==> config.mk <==
export PLATFORM = sky130hd
export DESIGN_NAME = grid_centre_of_mass_flat
export DESIGN_NICKNAME = d
export VERILOG_FILES = /design/src/gcm_pkg.sv /design/src/gcm_if.sv /design/src/grid_centre_of_mass.sv /design/src/gcm_ctrl.sv /design/src/gcm_dp.sv /design/src/flat_wrapper.sv
export SDC_FILE = /design/constraint.sdc
export NUM_CORES = 2
export LEC_CHECK = 0
export BUFFER_PORTS_ARGS = -buffer_cell sky130_fd_sc_hd__buf_2
export CORE_MARGIN = 2
export CORE_UTILIZATION = 55
export CTS_CLUSTER_DIAMETER = 120
export DETAILED_ROUTE_END_ITERATION = 12
export GPL_ROUTABILITY_DRIVEN = 0
export PLACE_DENSITY = 0.71
export SLEW_MARGIN = 30
export SYNTH_ARGS = -nofsm -noshare
export SYNTH_HDL_FRONTEND = slang
export SYNTH_SLANG_ARGS = --single-unit
==> constraint.sdc <==
create_clock -name clk -period 13.4 [get_ports clk]
set_input_delay 0.67 -clock clk [delete_from_list [all_inputs] [get_ports clk]]
set_output_delay 0.67 -clock clk [all_outputs]
set_load 0.05 [all_outputs]
==> src/gcm_pkg.sv <==
// types, constants and widths shared by the grid centre-of-mass block
`default_nettype none
package gcm_pkg;

  // default parameter values
  localparam int MAX_DIM_DEF   = 256;
  localparam int MASS_BITS_DEF = 16;
  localparam int FRAC_BITS_DEF = 8;

  // fixed widths of the accumulators and results
  localparam int MOM_BITS  = 48;
  localparam int TOT_BITS  = 40;
  localparam int OUT_BITS  = 16;
  localparam int STEP_BITS = $clog2(OUT_BITS);

  // configuration port
  localparam int CFG_IDX_BITS  = 4;
  localparam int CFG_DATA_BITS = 9;

  typedef enum logic [CFG_IDX_BITS-1:0] {
    REG_GRID_ROWS = 4'd0,
    REG_GRID_COLS = 4'd1
  } reg_idx_t;

  localparam logic [CFG_DATA_BITS-1:0] GRID_ROWS_RST = 9'd4;
  localparam logic [CFG_DATA_BITS-1:0] GRID_COLS_RST = 9'd4;

  // controller states
  typedef enum logic [2:0] {
    S_IDLE,
    S_LOAD,
    S_STEP,
    S_STORE,
    S_OUT
  } state_t;

  // commands from the controller to the datapath
  typedef struct packed {
    logic accept;
    logic load;
    logic step;
    logic store;
    logic sel_col;
    logic publish;
  } gcm_cmd_t;

endpackage
`default_nettype wire

==> src/gcm_if.sv <==
// valid/ready channel interfaces for input, result and configuration items
`default_nettype none
interface gcm_in_if #(
  parameter int MASS_BITS = gcm_pkg::MASS_BITS_DEF
);
  logic                 valid;
  logic                 ready;
  logic [MASS_BITS-1:0] mass;

  modport source (output valid, output mass, input ready);
  modport sink (input valid, input mass, output ready);
endinterface

interface gcm_out_if;
  logic                          valid;
  logic                          ready;
  logic [gcm_pkg::OUT_BITS-1:0]  centre_row;
  logic [gcm_pkg::OUT_BITS-1:0]  centre_col;
  logic                          zero_mass;

  modport source (output valid, output centre_row, output centre_col, output zero_mass,
                  input ready);
  modport sink (input valid, input centre_row, input centre_col, input zero_mass,
                output ready);
endinterface

interface gcm_cfg_if;
  logic                              valid;
  logic                              ready;
  logic [gcm_pkg::CFG_IDX_BITS-1:0]  index;
  logic [gcm_pkg::CFG_DATA_BITS-1:0] data;

  modport source (output valid, output index, output data, input ready);
  modport sink (input valid, input index, input data, output ready);
endinterface
`default_nettype wire

==> src/grid_centre_of_mass.sv <==
// top level of the grid centre-of-mass block
// Point masses enter on in_item, one item per grid node in row-major order.
// The grid size comes from cfg_wr (index 0 rows, index 1 columns, each 1..256;
// zero acts as one, larger values as the maximum); write it only while idle.
// After the last node of a grid one item leaves on out_item: the row and
// column centre in unsigned fixed point with FRAC_BITS fraction bits,
// saturated to 16 bits, or zero coordinates with zero_mass set when the
// grid's total mass is zero.
// Items are taken one per cycle while no grid end waits. After the last
// node a single restoring divider, one quotient bit per cycle, serves the
// row and then the column quotient (1 load, 16 steps, 1 store each), then the
// output register loads. Nodes of the next grid keep flowing during the
// division; only the last node of a grid waits until the divider is free, so a
// grid of 38 or more nodes runs at one item per cycle.
// The output register holds its item while out_item.ready is low; the divider
// then holds its quotients and the next grid end waits.
// Reset (synchronous, rst_n low) clears position and sums, drops any pending
// result and sets the grid to 4 by 4. cfg_wr is always ready.
`default_nettype none
module grid_centre_of_mass #(
  parameter int MAX_DIM   = gcm_pkg::MAX_DIM_DEF,
  parameter int MASS_BITS = gcm_pkg::MASS_BITS_DEF,
  parameter int FRAC_BITS = gcm_pkg::FRAC_BITS_DEF
) (
  input wire logic   clk,
  input wire logic   rst_n,
  gcm_in_if.sink     in_item,
  gcm_out_if.source  out_item,
  gcm_cfg_if.sink    cfg_wr
);

  gcm_pkg::gcm_cmd_t cmd;
  logic grid_end;
  logic in_ready;
  logic out_valid;
  logic [MASS_BITS-1:0] mass;

  assign mass           = in_item.mass;
  assign in_item.ready  = in_ready;
  assign out_item.valid = out_valid;
  assign cfg_wr.ready   = 1'b1;

  // sequencing
  gcm_ctrl u_ctrl (
    .clk       (clk),
    .rst_n     (rst_n),
    .in_valid  (in_item.valid),
    .out_ready (out_item.ready),
    .grid_end  (grid_end),
    .cmd       (cmd),
    .in_ready  (in_ready),
    .out_valid (out_valid)
  );

  // accumulation and division
  gcm_dp #(
    .MAX_DIM   (MAX_DIM),
    .MASS_BITS (MASS_BITS),
    .FRAC_BITS (FRAC_BITS)
  ) u_dp (
    .clk        (clk),
    .rst_n      (rst_n),
    .cmd        (cmd),
    .mass       (mass),
    .cfg_we     (cfg_wr.valid),
    .cfg_index  (cfg_wr.index),
    .cfg_data   (cfg_wr.data),
    .grid_end   (grid_end),
    .centre_row (out_item.centre_row),
    .centre_col (out_item.centre_col),
    .zero_mass  (out_item.zero_mass)
  );

endmodule
`default_nettype wire

==> src/gcm_ctrl.sv <==
// controller: handshakes and sequencing of the shared divider
`default_nettype none
module gcm_ctrl (
  input  wire logic              clk,
  input  wire logic              rst_n,
  input  wire logic              in_valid,
  input  wire logic              out_ready,
  input  wire logic              grid_end,
  output gcm_pkg::gcm_cmd_t      cmd,
  output logic                   in_ready,
  output logic                   out_valid
);

  gcm_pkg::state_t state_r, state_nxt;
  logic [gcm_pkg::STEP_BITS-1:0] cnt_r, cnt_nxt;
  logic sel_r, sel_nxt;
  logic out_valid_r, out_valid_nxt;
  logic busy;
  logic start;

  // an item that ends a grid waits until the divider is free
  always_comb begin
    busy     = (state_r != gcm_pkg::S_IDLE);
    in_ready = !busy || !grid_end;
    start    = in_valid && in_ready && grid_end;
  end

  // next state
  always_comb begin
    state_nxt = state_r;
    case (state_r)
      gcm_pkg::S_IDLE: begin
        if (start) state_nxt = gcm_pkg::S_LOAD;
      end
      gcm_pkg::S_LOAD: begin
        state_nxt = gcm_pkg::S_STEP;
      end
      gcm_pkg::S_STEP: begin
        if (cnt_r == gcm_pkg::STEP_BITS'(gcm_pkg::OUT_BITS - 1)) state_nxt = gcm_pkg::S_STORE;
      end
      gcm_pkg::S_STORE: begin
        if (sel_r) state_nxt = gcm_pkg::S_OUT;
        else state_nxt = gcm_pkg::S_LOAD;
      end
      gcm_pkg::S_OUT: begin
        if (!out_valid_r || out_ready) state_nxt = gcm_pkg::S_IDLE;
      end
      default: begin
        state_nxt = gcm_pkg::S_IDLE;
      end
    endcase
  end

  // commands to the datapath
  always_comb begin
    cmd.accept  = in_valid && in_ready;
    cmd.load    = (state_r == gcm_pkg::S_LOAD);
    cmd.step    = (state_r == gcm_pkg::S_STEP);
    cmd.store   = (state_r == gcm_pkg::S_STORE);
    cmd.sel_col = sel_r;
    cmd.publish = (state_r == gcm_pkg::S_OUT) && (!out_valid_r || out_ready);
    out_valid   = out_valid_r;
  end

  // step counter, row/column select and result valid
  always_comb begin
    cnt_nxt       = cnt_r;
    sel_nxt       = sel_r;
    out_valid_nxt = out_valid_r;
    if (state_r == gcm_pkg::S_LOAD) cnt_nxt = '0;
    else if (state_r == gcm_pkg::S_STEP) cnt_nxt = cnt_r + 1'b1;
    if (start) sel_nxt = 1'b0;
    else if (state_r == gcm_pkg::S_STORE) sel_nxt = 1'b1;
    if (cmd.publish) out_valid_nxt = 1'b1;
    else if (out_ready) out_valid_nxt = 1'b0;
  end

  always_ff @(posedge clk) begin
    if (!rst_n) begin
      state_r     <= gcm_pkg::S_IDLE;
      cnt_r       <= '0;
      sel_r       <= 1'b0;
      out_valid_r <= 1'b0;
    end else begin
      state_r     <= state_nxt;
      cnt_r       <= cnt_nxt;
      sel_r       <= sel_nxt;
      out_valid_r <= out_valid_nxt;
    end
  end

endmodule
`default_nettype wire

==> src/gcm_dp.sv <==
// datapath: grid position, moment accumulation, divider and result register
`default_nettype none
module gcm_dp #(
  parameter int MAX_DIM   = gcm_pkg::MAX_DIM_DEF,
  parameter int MASS_BITS = gcm_pkg::MASS_BITS_DEF,
  parameter int FRAC_BITS = gcm_pkg::FRAC_BITS_DEF
) (
  input  wire logic                              clk,
  input  wire logic                              rst_n,
  input  wire gcm_pkg::gcm_cmd_t                 cmd,
  input  wire logic [MASS_BITS-1:0]              mass,
  input  wire logic                              cfg_we,
  input  wire logic [gcm_pkg::CFG_IDX_BITS-1:0]  cfg_index,
  input  wire logic [gcm_pkg::CFG_DATA_BITS-1:0] cfg_data,
  output logic                                   grid_end,
  output logic [gcm_pkg::OUT_BITS-1:0]           centre_row,
  output logic [gcm_pkg::OUT_BITS-1:0]           centre_col,
  output logic                                   zero_mass
);

  localparam int POS_W = $clog2(MAX_DIM);
  localparam int MOM_W = gcm_pkg::MOM_BITS;
  localparam int TOT_W = gcm_pkg::TOT_BITS;
  localparam int OUT_W = gcm_pkg::OUT_BITS;
  localparam int DIV_W = MOM_W + FRAC_BITS;
  localparam int CMP_W = DIV_W + TOT_W;

  logic [gcm_pkg::CFG_DATA_BITS-1:0] grid_rows_r, grid_cols_r;
  logic [POS_W-1:0] row_pos_r, col_pos_r, row_pos_nxt, col_pos_nxt;
  logic [POS_W-1:0] last_row, last_col;
  logic [MOM_W-1:0] row_mom_r, col_mom_r, row_mom_sum, col_mom_sum;
  logic [TOT_W-1:0] total_r, total_sum;
  logic row_end;

  logic [MOM_W-1:0] snap_row_r, snap_col_r;
  logic [TOT_W-1:0] snap_tot_r;

  logic [DIV_W-1:0] dvd;
  logic             sat_load;
  logic [TOT_W-1:0] rem_r;
  logic [OUT_W-1:0] lo_r, quo_r;
  logic             sat_r;
  logic [TOT_W:0]   trial;
  logic             trial_ge;
  logic [OUT_W-1:0] res_row_r, res_col_r, res_val;
  logic [OUT_W-1:0] out_row_r, out_col_r;
  logic             out_zero_r;

  // configuration registers
  always_ff @(posedge clk) begin
    if (!rst_n) begin
      grid_rows_r <= gcm_pkg::GRID_ROWS_RST;
      grid_cols_r <= gcm_pkg::GRID_COLS_RST;
    end else if (cfg_we) begin
      if (cfg_index == gcm_pkg::REG_GRID_ROWS) grid_rows_r <= cfg_data;
      else if (cfg_index == gcm_pkg::REG_GRID_COLS) grid_cols_r <= cfg_data;
    end
  end

  // last row and column index, zero acting as one and clamped to the maximum
  always_comb begin
    if (grid_rows_r == '0) last_row = '0;
    else if (32'(grid_rows_r) > 32'(MAX_DIM)) last_row = POS_W'(MAX_DIM - 1);
    else last_row = POS_W'(grid_rows_r - 1'b1);
    if (grid_cols_r == '0) last_col = '0;
    else if (32'(grid_cols_r) > 32'(MAX_DIM)) last_col = POS_W'(MAX_DIM - 1);
    else last_col = POS_W'(grid_cols_r - 1'b1);
  end

  // position tracking
  always_comb begin
    row_end  = (col_pos_r >= last_col);
    grid_end = row_end && (row_pos_r >= last_row);
    col_pos_nxt = row_end ? '0 : col_pos_r + 1'b1;
    if (!row_end) row_pos_nxt = row_pos_r;
    else if (grid_end) row_pos_nxt = '0;
    else row_pos_nxt = row_pos_r + 1'b1;
  end

  // moment and total sums including the current item
  always_comb begin
    row_mom_sum = row_mom_r + MOM_W'(row_pos_r * mass);
    col_mom_sum = col_mom_r + MOM_W'(col_pos_r * mass);
    total_sum   = total_r + TOT_W'(mass);
  end

  always_ff @(posedge clk) begin
    if (!rst_n) begin
      row_pos_r <= '0;
      col_pos_r <= '0;
      row_mom_r <= '0;
      col_mom_r <= '0;
      total_r   <= '0;
    end else if (cmd.accept) begin
      row_pos_r <= row_pos_nxt;
      col_pos_r <= col_pos_nxt;
      if (grid_end) begin
        row_mom_r <= '0;
        col_mom_r <= '0;
        total_r   <= '0;
      end else begin
        row_mom_r <= row_mom_sum;
        col_mom_r <= col_mom_sum;
        total_r   <= total_sum;
      end
    end
  end

  // sums of a finished grid, held for the divider
  always_ff @(posedge clk) begin
    if (cmd.accept && grid_end) begin
      snap_row_r <= row_mom_sum;
      snap_col_r <= col_mom_sum;
      snap_tot_r <= total_sum;
    end
  end

  // divider set-up: a quotient that cannot fit the result width saturates
  always_comb begin
    dvd      = DIV_W'(cmd.sel_col ? snap_col_r : snap_row_r) << FRAC_BITS;
    sat_load = (CMP_W'(dvd >> OUT_W) >= CMP_W'(snap_tot_r));
    trial    = {rem_r, lo_r[OUT_W-1]};
    trial_ge = (trial >= {1'b0, snap_tot_r});
    res_val  = sat_r ? '1 : quo_r;
  end

  // restoring division, one quotient bit per step
  always_ff @(posedge clk) begin
    if (cmd.load) begin
      rem_r <= TOT_W'(dvd >> OUT_W);
      lo_r  <= OUT_W'(dvd);
      quo_r <= '0;
      sat_r <= sat_load;
    end else if (cmd.step) begin
      rem_r <= trial_ge ? TOT_W'(trial - {1'b0, snap_tot_r}) : TOT_W'(trial);
      lo_r  <= lo_r << 1;
      quo_r <= {quo_r[OUT_W-2:0], trial_ge};
    end
  end

  // quotient hold registers
  always_ff @(posedge clk) begin
    if (cmd.store) begin
      if (cmd.sel_col) res_col_r <= res_val;
      else res_row_r <= res_val;
    end
  end

  // result register, zero total forces zero coordinates
  always_ff @(posedge clk) begin
    if (cmd.publish) begin
      out_zero_r <= (snap_tot_r == '0);
      out_row_r  <= (snap_tot_r == '0) ? '0 : res_row_r;
      out_col_r  <= (snap_tot_r == '0) ? '0 : res_col_r;
    end
  end

  assign centre_row = out_row_r;
  assign centre_col = out_col_r;
  assign zero_mass  = out_zero_r;

endmodule
`default_nettype wire
==> src/flat_wrapper.sv <==
// flat-port wrapper written by rule: the top's interface ports become plain ports
module grid_centre_of_mass_flat 
#(
  parameter int MAX_DIM   = gcm_pkg::MAX_DIM_DEF,
  parameter int MASS_BITS = gcm_pkg::MASS_BITS_DEF,
  parameter int FRAC_BITS = gcm_pkg::FRAC_BITS_DEF
)
  (clk, rst_n, in_item_valid, in_item_mass, in_item_ready, out_item_valid, out_item_centre_row, out_item_centre_col, out_item_zero_mass, out_item_ready, cfg_wr_valid, cfg_wr_index, cfg_wr_data, cfg_wr_ready);
  gcm_in_if #(.MASS_BITS(MASS_BITS)) in_item_i ();
  gcm_out_if out_item_i ();
  gcm_cfg_if cfg_wr_i ();
  input wire logic clk;
  input wire logic rst_n;
  input wire logic [$bits(in_item_i.valid)-1:0] in_item_valid;
  input wire logic [$bits(in_item_i.mass)-1:0] in_item_mass;
  output wire logic [$bits(in_item_i.ready)-1:0] in_item_ready;
  output wire logic [$bits(out_item_i.valid)-1:0] out_item_valid;
  output wire logic [$bits(out_item_i.centre_row)-1:0] out_item_centre_row;
  output wire logic [$bits(out_item_i.centre_col)-1:0] out_item_centre_col;
  output wire logic [$bits(out_item_i.zero_mass)-1:0] out_item_zero_mass;
  input wire logic [$bits(out_item_i.ready)-1:0] out_item_ready;
  input wire logic [$bits(cfg_wr_i.valid)-1:0] cfg_wr_valid;
  input wire logic [$bits(cfg_wr_i.index)-1:0] cfg_wr_index;
  input wire logic [$bits(cfg_wr_i.data)-1:0] cfg_wr_data;
  output wire logic [$bits(cfg_wr_i.ready)-1:0] cfg_wr_ready;
  assign in_item_i.valid = in_item_valid;
  assign in_item_i.mass = in_item_mass;
  assign in_item_ready = in_item_i.ready;
  assign out_item_valid = out_item_i.valid;
  assign out_item_centre_row = out_item_i.centre_row;
  assign out_item_centre_col = out_item_i.centre_col;
  assign out_item_zero_mass = out_item_i.zero_mass;
  assign out_item_i.ready = out_item_ready;
  assign cfg_wr_i.valid = cfg_wr_valid;
  assign cfg_wr_i.index = cfg_wr_index;
  assign cfg_wr_i.data = cfg_wr_data;
  assign cfg_wr_ready = cfg_wr_i.ready;
  grid_centre_of_mass #(.MAX_DIM(MAX_DIM), .MASS_BITS(MASS_BITS), .FRAC_BITS(FRAC_BITS)) u_core (.clk(clk), .rst_n(rst_n), .in_item(in_item_i), .out_item(out_item_i), .cfg_wr(cfg_wr_i));
endmodule
# Yosys cells after proc, flatten, opt, wreduce, memory -nomap -nowiden
# Cells that the tools add are included.
# totals
regBits	445
output_inout_bits	36
input_bits	34
word_cells	100
# classes
bitwise	3
mux	23
eq_ne	9
n_addsub	9
n_reduce_logical	25
magnitude_cmp	6
n_mul	2
# ops
operator	n
40-bit 2-to-1 mux	4
48-bit 2-to-1 mux	3
48-bit by 24-bit adder with 48-bit output	2
8-bit by 16-bit multiplier with 24-bit output	2
16-bit 2-to-1 mux	3
8-bit 2-to-1 mux	6
41-bit by 40-bit greater-or-equal comparator with 1-bit output	1
40-bit by 16-bit adder with 40-bit output	1
40-bit greater-or-equal comparator	1
40-bit zero test	1
40-bit subtractor	1
9-bit > comparator, second input constant	2
9-bit zero test	2
8-bit by 1-bit adder with 8-bit output, second input constant	2
8-bit greater-or-equal comparator	2
8-bit by 1-bit subtractor with 8-bit output, second input constant	2
3-bit one-hot mux with 5 select lines	1
3-bit 2-to-1 mux	4
2-bit AND reduction	4
3-bit by 2-bit equality test with 1-bit output, second input constant	2
2-bit inequality test, second input constant	3
3-bit AND reduction	2
4-bit by 1-bit adder with 4-bit output, second input constant	1
4-bit by 1-bit equality test with 1-bit output, second input constant	1
other kinds (13)	24

# Depth between registers and ports, before layout
# depth
word_depth	11
ltp_mapped	22
ltp_nobuf	20

# By module
# A second synthesis with hierarchy kept.
# hier_totals
hier_cells	3502
area_unflattened_um2	33275.7
# modules_own_cells
mod	area_per_inst_um2	instances	cells_per_inst	seq_area_each_um2
gcm_dp	32787.7	1	3447	11230.8
gcm_ctrl	476.7	1	53	180.2
grid_centre_of_mass	11.3	1	2	0.0

# Worst setup path after synthesis
# No wires, ideal clock.
# synth_path
kind	flip-flop to flip-flop
start	register u_core.u_dp.grid_rows_r[2] (netlist bit)
end	register u_core.u_dp.snap_col_r[0] (enable)
path_stages_with_launch	18
path_buffers	3
setup_time_ns	0.798
arrival_ns	12.826
synth_period_minus_slack_ns	13.624
path_slack_ns	-0.224
t_required_ns	12.602
path_cell_list	dfxtp_1 > nor4_1 > nand2b_1 > nor3b_1 > nand2_1 > nand2_1 > o21ai_0 > ha_1 > nand2b_1 > a21o_1 > a21o_1 > a21o_1 > a2111o_1 > and3_1 > clkbuf_1 > clkbuf_1 > clkbuf_1 > nor3_1
# synth_via
elab_chain_cells	9
elab_cells_between_ends	11
classes_between	add/sub: 1; order compare: 2; mux: 2; reduce/logical: 6
# synth_lines
item	line_no	text
start: declaration	gcm_dp.sv:28	logic [gcm_pkg::CFG_DATA_BITS-1:0] grid_rows_r, grid_cols_r;
start signal: assignment	gcm_dp.sv:52	grid_rows_r <= gcm_pkg::GRID_ROWS_RST;
start signal: assignment	gcm_dp.sv:55	if (cfg_index == gcm_pkg::REG_GRID_ROWS) grid_rows_r <= cfg_data;
8-bit by 1-bit subtractor with 8-bit output or 9-bit > comparator (tied branches)	gcm_dp.sv:64, gcm_dp.sv:63	
8-bit 2-to-1 mux	gcm_dp.sv:63	else if (32'(grid_rows_r) > 32'(MAX_DIM)) last_row = POS_W'(MAX_DIM - 1);
8-bit 2-to-1 mux *	gcm_dp.sv:62	if (grid_rows_r == '0) last_row = '0;
8-bit greater-or-equal comparator *	gcm_dp.sv:73	grid_end = row_end && (row_pos_r >= last_row);
1-bit logical AND *	gcm_dp.sv:73	
1-bit zero test	gcm_ctrl.sv:24	in_ready = !busy || !grid_end;
1-bit logical OR	gcm_ctrl.sv:24	
1-bit logical AND	n/a	
1-bit logical AND *	n/a	
net u_core.u_ctrl.start	gcm_ctrl.sv:19	logic start;
end signal: assignment	gcm_dp.sv:113	snap_col_r <= col_mom_sum;
end: declaration	gcm_dp.sv:35	logic [MOM_W-1:0] snap_row_r, snap_col_r;
# The timed path passes the listed nets; every way through them passes the cells marked *.
# A chain may end at the register's enable or synchronous reset.

# Worst setup path in the final report
# layout_path
start	register u_core.u_dp.col_pos_r[1]
end	register u_core.u_dp.snap_col_r[27] (data pin)
# layout_via
elab_chain_cells	2
# layout_lines
item	line_no	text
start: declaration	gcm_dp.sv:29	logic [POS_W-1:0] row_pos_r, col_pos_r, row_pos_nxt, col_pos_nxt;
start signal: assignment	gcm_dp.sv:96	col_pos_r <= col_pos_nxt;
8-bit by 16-bit multiplier with 24-bit output	gcm_dp.sv:83	col_mom_sum = col_mom_r + MOM_W'(col_pos_r * mass);
48-bit by 24-bit adder with 48-bit output	gcm_dp.sv:83	
net u_core.u_dp.col_mom_sum[27]	gcm_dp.sv:31	logic [MOM_W-1:0] row_mom_r, col_mom_r, row_mom_sum, col_mom_sum;
# The timed path passes the listed nets, and every way through them passes these cells.

==> metrics list <==
- The run finished with clean final reports.
* Most frequently used flop master after synthesis: edfxtp_1
- Leaving out fill and tap cells, the most frequent cell in the layout is inv_1.
- The signal on the critical path passes through nand2_1, fa_1, inv_1, fa_1, inv_1, fa_1, fa_1, inv_1, ha_1, o21a_1, o21ai_1, a211oi_1, o2111ai_1, a31oi_1, a221oi_1, clkbuf_2, nand2b_1, xnor2_1.
- The min-delay analysis places its worst path in the category primary input to register.
* Port-buffer cells: 68
- After detailed routing, the number of remaining DRC violations is 0.
- The number of antenna violations at the first check in global routing was 1.
* YS warnings: 0
* Crit Path Max Fanout: 20
- The clock passes through at most 3 buffers.
- Vias in the first global route: 25,650
- ANT nets after route: 0
* Count of pins over their slew limit: 0
* Die height: between 200 and 250 um
* Post-placement cell count: between 4,000 and 5,000
* Shortest period the worst path allows: about 6600 ps
- Final Cycle Share: about half
- In this run, synthesis inferred 250 flip-flops with an integrated enable.
- STA classifies the critical path startpoint as a register.
- Overall power: ~3.5 mW
- Capturing element type of the critical path: register
* Hold Fails Final Rpt: 0
- P_leak: ~16 nW
- Main area contributors after synthesis: edfxtp_1 23%, fa_1 13%, dfxtp_1 12%, ha_1 8.2%, inv_1 4.8%
* Number of setup buffers added after CTS: 0
* Skew-Pair Late Insertion Delay: roughly 630 ps
- Summing every instance area after synthesis gives about 0.033 sq mm.
* Crit path largest cell delay: ~950 ps
- Data on the critical path is required at its endpoint by about 14,000 ps.
- The synthesized design contains about 450 register bits.
- After floorplanning, the core was divided into between 80 and 90 placement rows.
- DR vias/cell: a little under 6
- Power spread over the standard cell area amounts to 98.97 mW/mm^2.
- Measured against its own limit, the worst slew margin works out to roughly a third.
- Top delay family on crit path: adder cells
* Clock tree from TritonCTS: done
- Highest attainable clock frequency: roughly 150 MHz
* HPWL after DPL: 61.80 mm
- Clk Tree Root Cell: clkbuf_16
* H-tree depth: 2
- Entering global routing, the biggest net connects 84 pins.
- For this run, the number of standard cells in the final layout without fillers is 4,284.
- Final Routed Wirelength: between 80 and 90 mm
* Non-Filler Cell Area, Final: roughly 0.035 sq mm
- Timing analysis after detailed placement gives a worst setup slack of 6800 ps.
* Total via count in the routed design: ~25,000
- The worst path meets setup with approximately 6800 ps of slack.
- Of all flip-flops after synthesis, the portion carrying an async set or reset was 0%.
* Highest ir drop seen on vdd: between 0.1 and 0.15 mV
- Width of the die: about 250 um
* Number of sinks on the clock net: about 450
- Clock-pin slew was measured on the worst setup and hold paths at ~60 ps.
* Final setup violation count: 0
- At the worst endpoint, the arrival time is 6950 ps.
* Number of buffers inserted by hold repair at cts: 0
* Part of the Yosys area used for sequential elements: a little over a third
- Max Cap Viol: 0
- Dividing the detail-routed wire length by the instance count gives 19.67 um.
- Final hold slack: about 330 ps
- NumNets Final: 3,933
- Cells after Synth: roughly 3,500
- Total Neg Setup Slack: 0 ps
* Count of different cell masters after synthesis: 86
- For this run, the total global-route usage over all layers was measured as approximately 28%.
- Summing all placed instances gives a cell area of 0.03377 sq mm.
- The initial utilization of the core area, before any placement, comes to a little under three fifths.
- Number of optimization iterations in the first detailed-route pass: 7
* Number of top-level pins: 70
- The die covers 0.06170 sq mm.
- Final Core Density: 60.13%
* Synth-to-Final Area Change: 8.017%
- Portion of synthesized cell area occupied by the leading cell type: 22.85%
- Pin slew with the least headroom to its limit: between 1000 and 1500 ps
- The critical path contains buffers and inverters numbering 4 combined.
- Global-route wire length before repair: 135.3 mm
- Synthesized net count: a little under 4,000
- Summed over all layers, the global routing overflow is 0.
- TritonCTS created 50 clock buffers.
- Post-synth top area cell: edfxtp_1
* Share of final-layout standard cells stronger than drive strength 1: roughly 7.7%
- Max stage delay cell, worst path: dfxtp_1
- Kind of critical path: register to register
- Core Region: 0.05902 sq mm
- Iter 0 DRT Violations: approximately 2,500
- Mean Syn Cell Area: about 9.4 sq um
- Unrepaired setup endpoints after global routing: false
- Most frequent cells in the layout: 417 x inv_1, 310 x nand2_1, 250 x edfxtp_1
- Crit path top cell by count: fa_1
- Fillers: 4,940
- The number of gates resized after CTS was 0.
* Worst Skew: between 40 and 50 ps
[cells in the mapped netlist, types with 17 or more instances]
cell type and number:
xor2_1 57, fa_1 214, clkbuf_1 148, a22o_1 39, nor3_1 44, o211ai_1 19, inv_1 419, o21ai_1 27
o21a_1 18, and3_1 27, edfxtp_1 250, xnor2_1 112, o21ai_0 123, nor2_1 236, nand3_1 73, or2_2 24
a22oi_1 41, and2_1 178, nand4_1 39, ha_1 215, nor4_1 17, nand2_1 310, dfxtp_1 195, nor2b_1 53
mux2_2 41, a21o_1 70, or3_1 22, o31ai_1 23, or4_1 17, mux2i_1 32, nand2b_1 26, a21oi_1 139
a31oi_1 71
[layout make-up]
type                       count  area [sq um]  area share (%)
antenna                        1         2.502        0.007052
clock buffer                  69          1403           3.953
clock inverter                23         291.5          0.8216
inverter                     421          1588           4.474
multi-input combinational   2457         19280           54.32
sequential                   445         11410           32.16
tap                          773         967.2           2.726
timing repair buffer          95         544.3           1.534
[power by group]
group | switching, mW | leakage, nW | total, mW | internal (mW)
combinational | 0.358 | 10.8 | 0.564 | 0.206
sequential | 0.0373 | 3.85 | 1.54 | 1.51
clock | 0.603 | 0.801 | 1.40 | 0.800
total | 0.998 | 15.5 | 3.51 | 2.51
[tightest hold or removal path, cell delays in order]
cell and delay (ps):
buf_2 110, mux2i_1 70, nor2_1 70
[final timing paths]
path	from	end	slack (ps)	cells after the start
hold / removal	cfg_wr_data[3]	u_core.u_dp.grid_rows_r[3]	330	3
setup / recovery	u_core.u_dp.col_pos_r[1]	u_core.u_dp.snap_col_r[27]	6800	18
hold reg to reg	u_core.u_dp.total_r[28]	u_core.u_dp.total_r[28]	470	1
setup reg to reg	u_core.u_dp.col_pos_r[1]	u_core.u_dp.snap_col_r[27]	6800	18
[state kept, by name, indices dropped and copies added, names as in the netlist, 40 cells and up]
signal	cells
u_core.u_dp.row_mom_r	48
u_core.u_dp.total_r	40
u_core.u_dp.snap_tot_r	40
u_core.u_dp.snap_row_r	48
u_core.u_dp.col_mom_r	48
u_core.u_dp.rem_r	40
u_core.u_dp.snap_col_r	48
[cell families (layout without fill, tap and decap cells)]
logic type,after synthesis,in the layout,share of synthesized area [%]
AO/OA/AOI/OAI,683,683,13.68
XOR/XNOR,169,169,4.506
adder cells (fa/ha/maj),430,430,21.26
buffers and inverters,585,608,6.757
flip-flops,445,445,34.73
multiplexers,73,73,2.380
other,1,2,0.01142
AND/OR/NAND/NOR,1101,1101,16.67
[metal layers]
layer | share of wire, % | global-route usage (%)
met5 | 0 | 0
met3 | 8.2 | 4.514
met2 | 46 | 45.02
met4 | 3.2 | 9.681
met1 | 43 | 38.24
(Power assumes the default switching activity.)
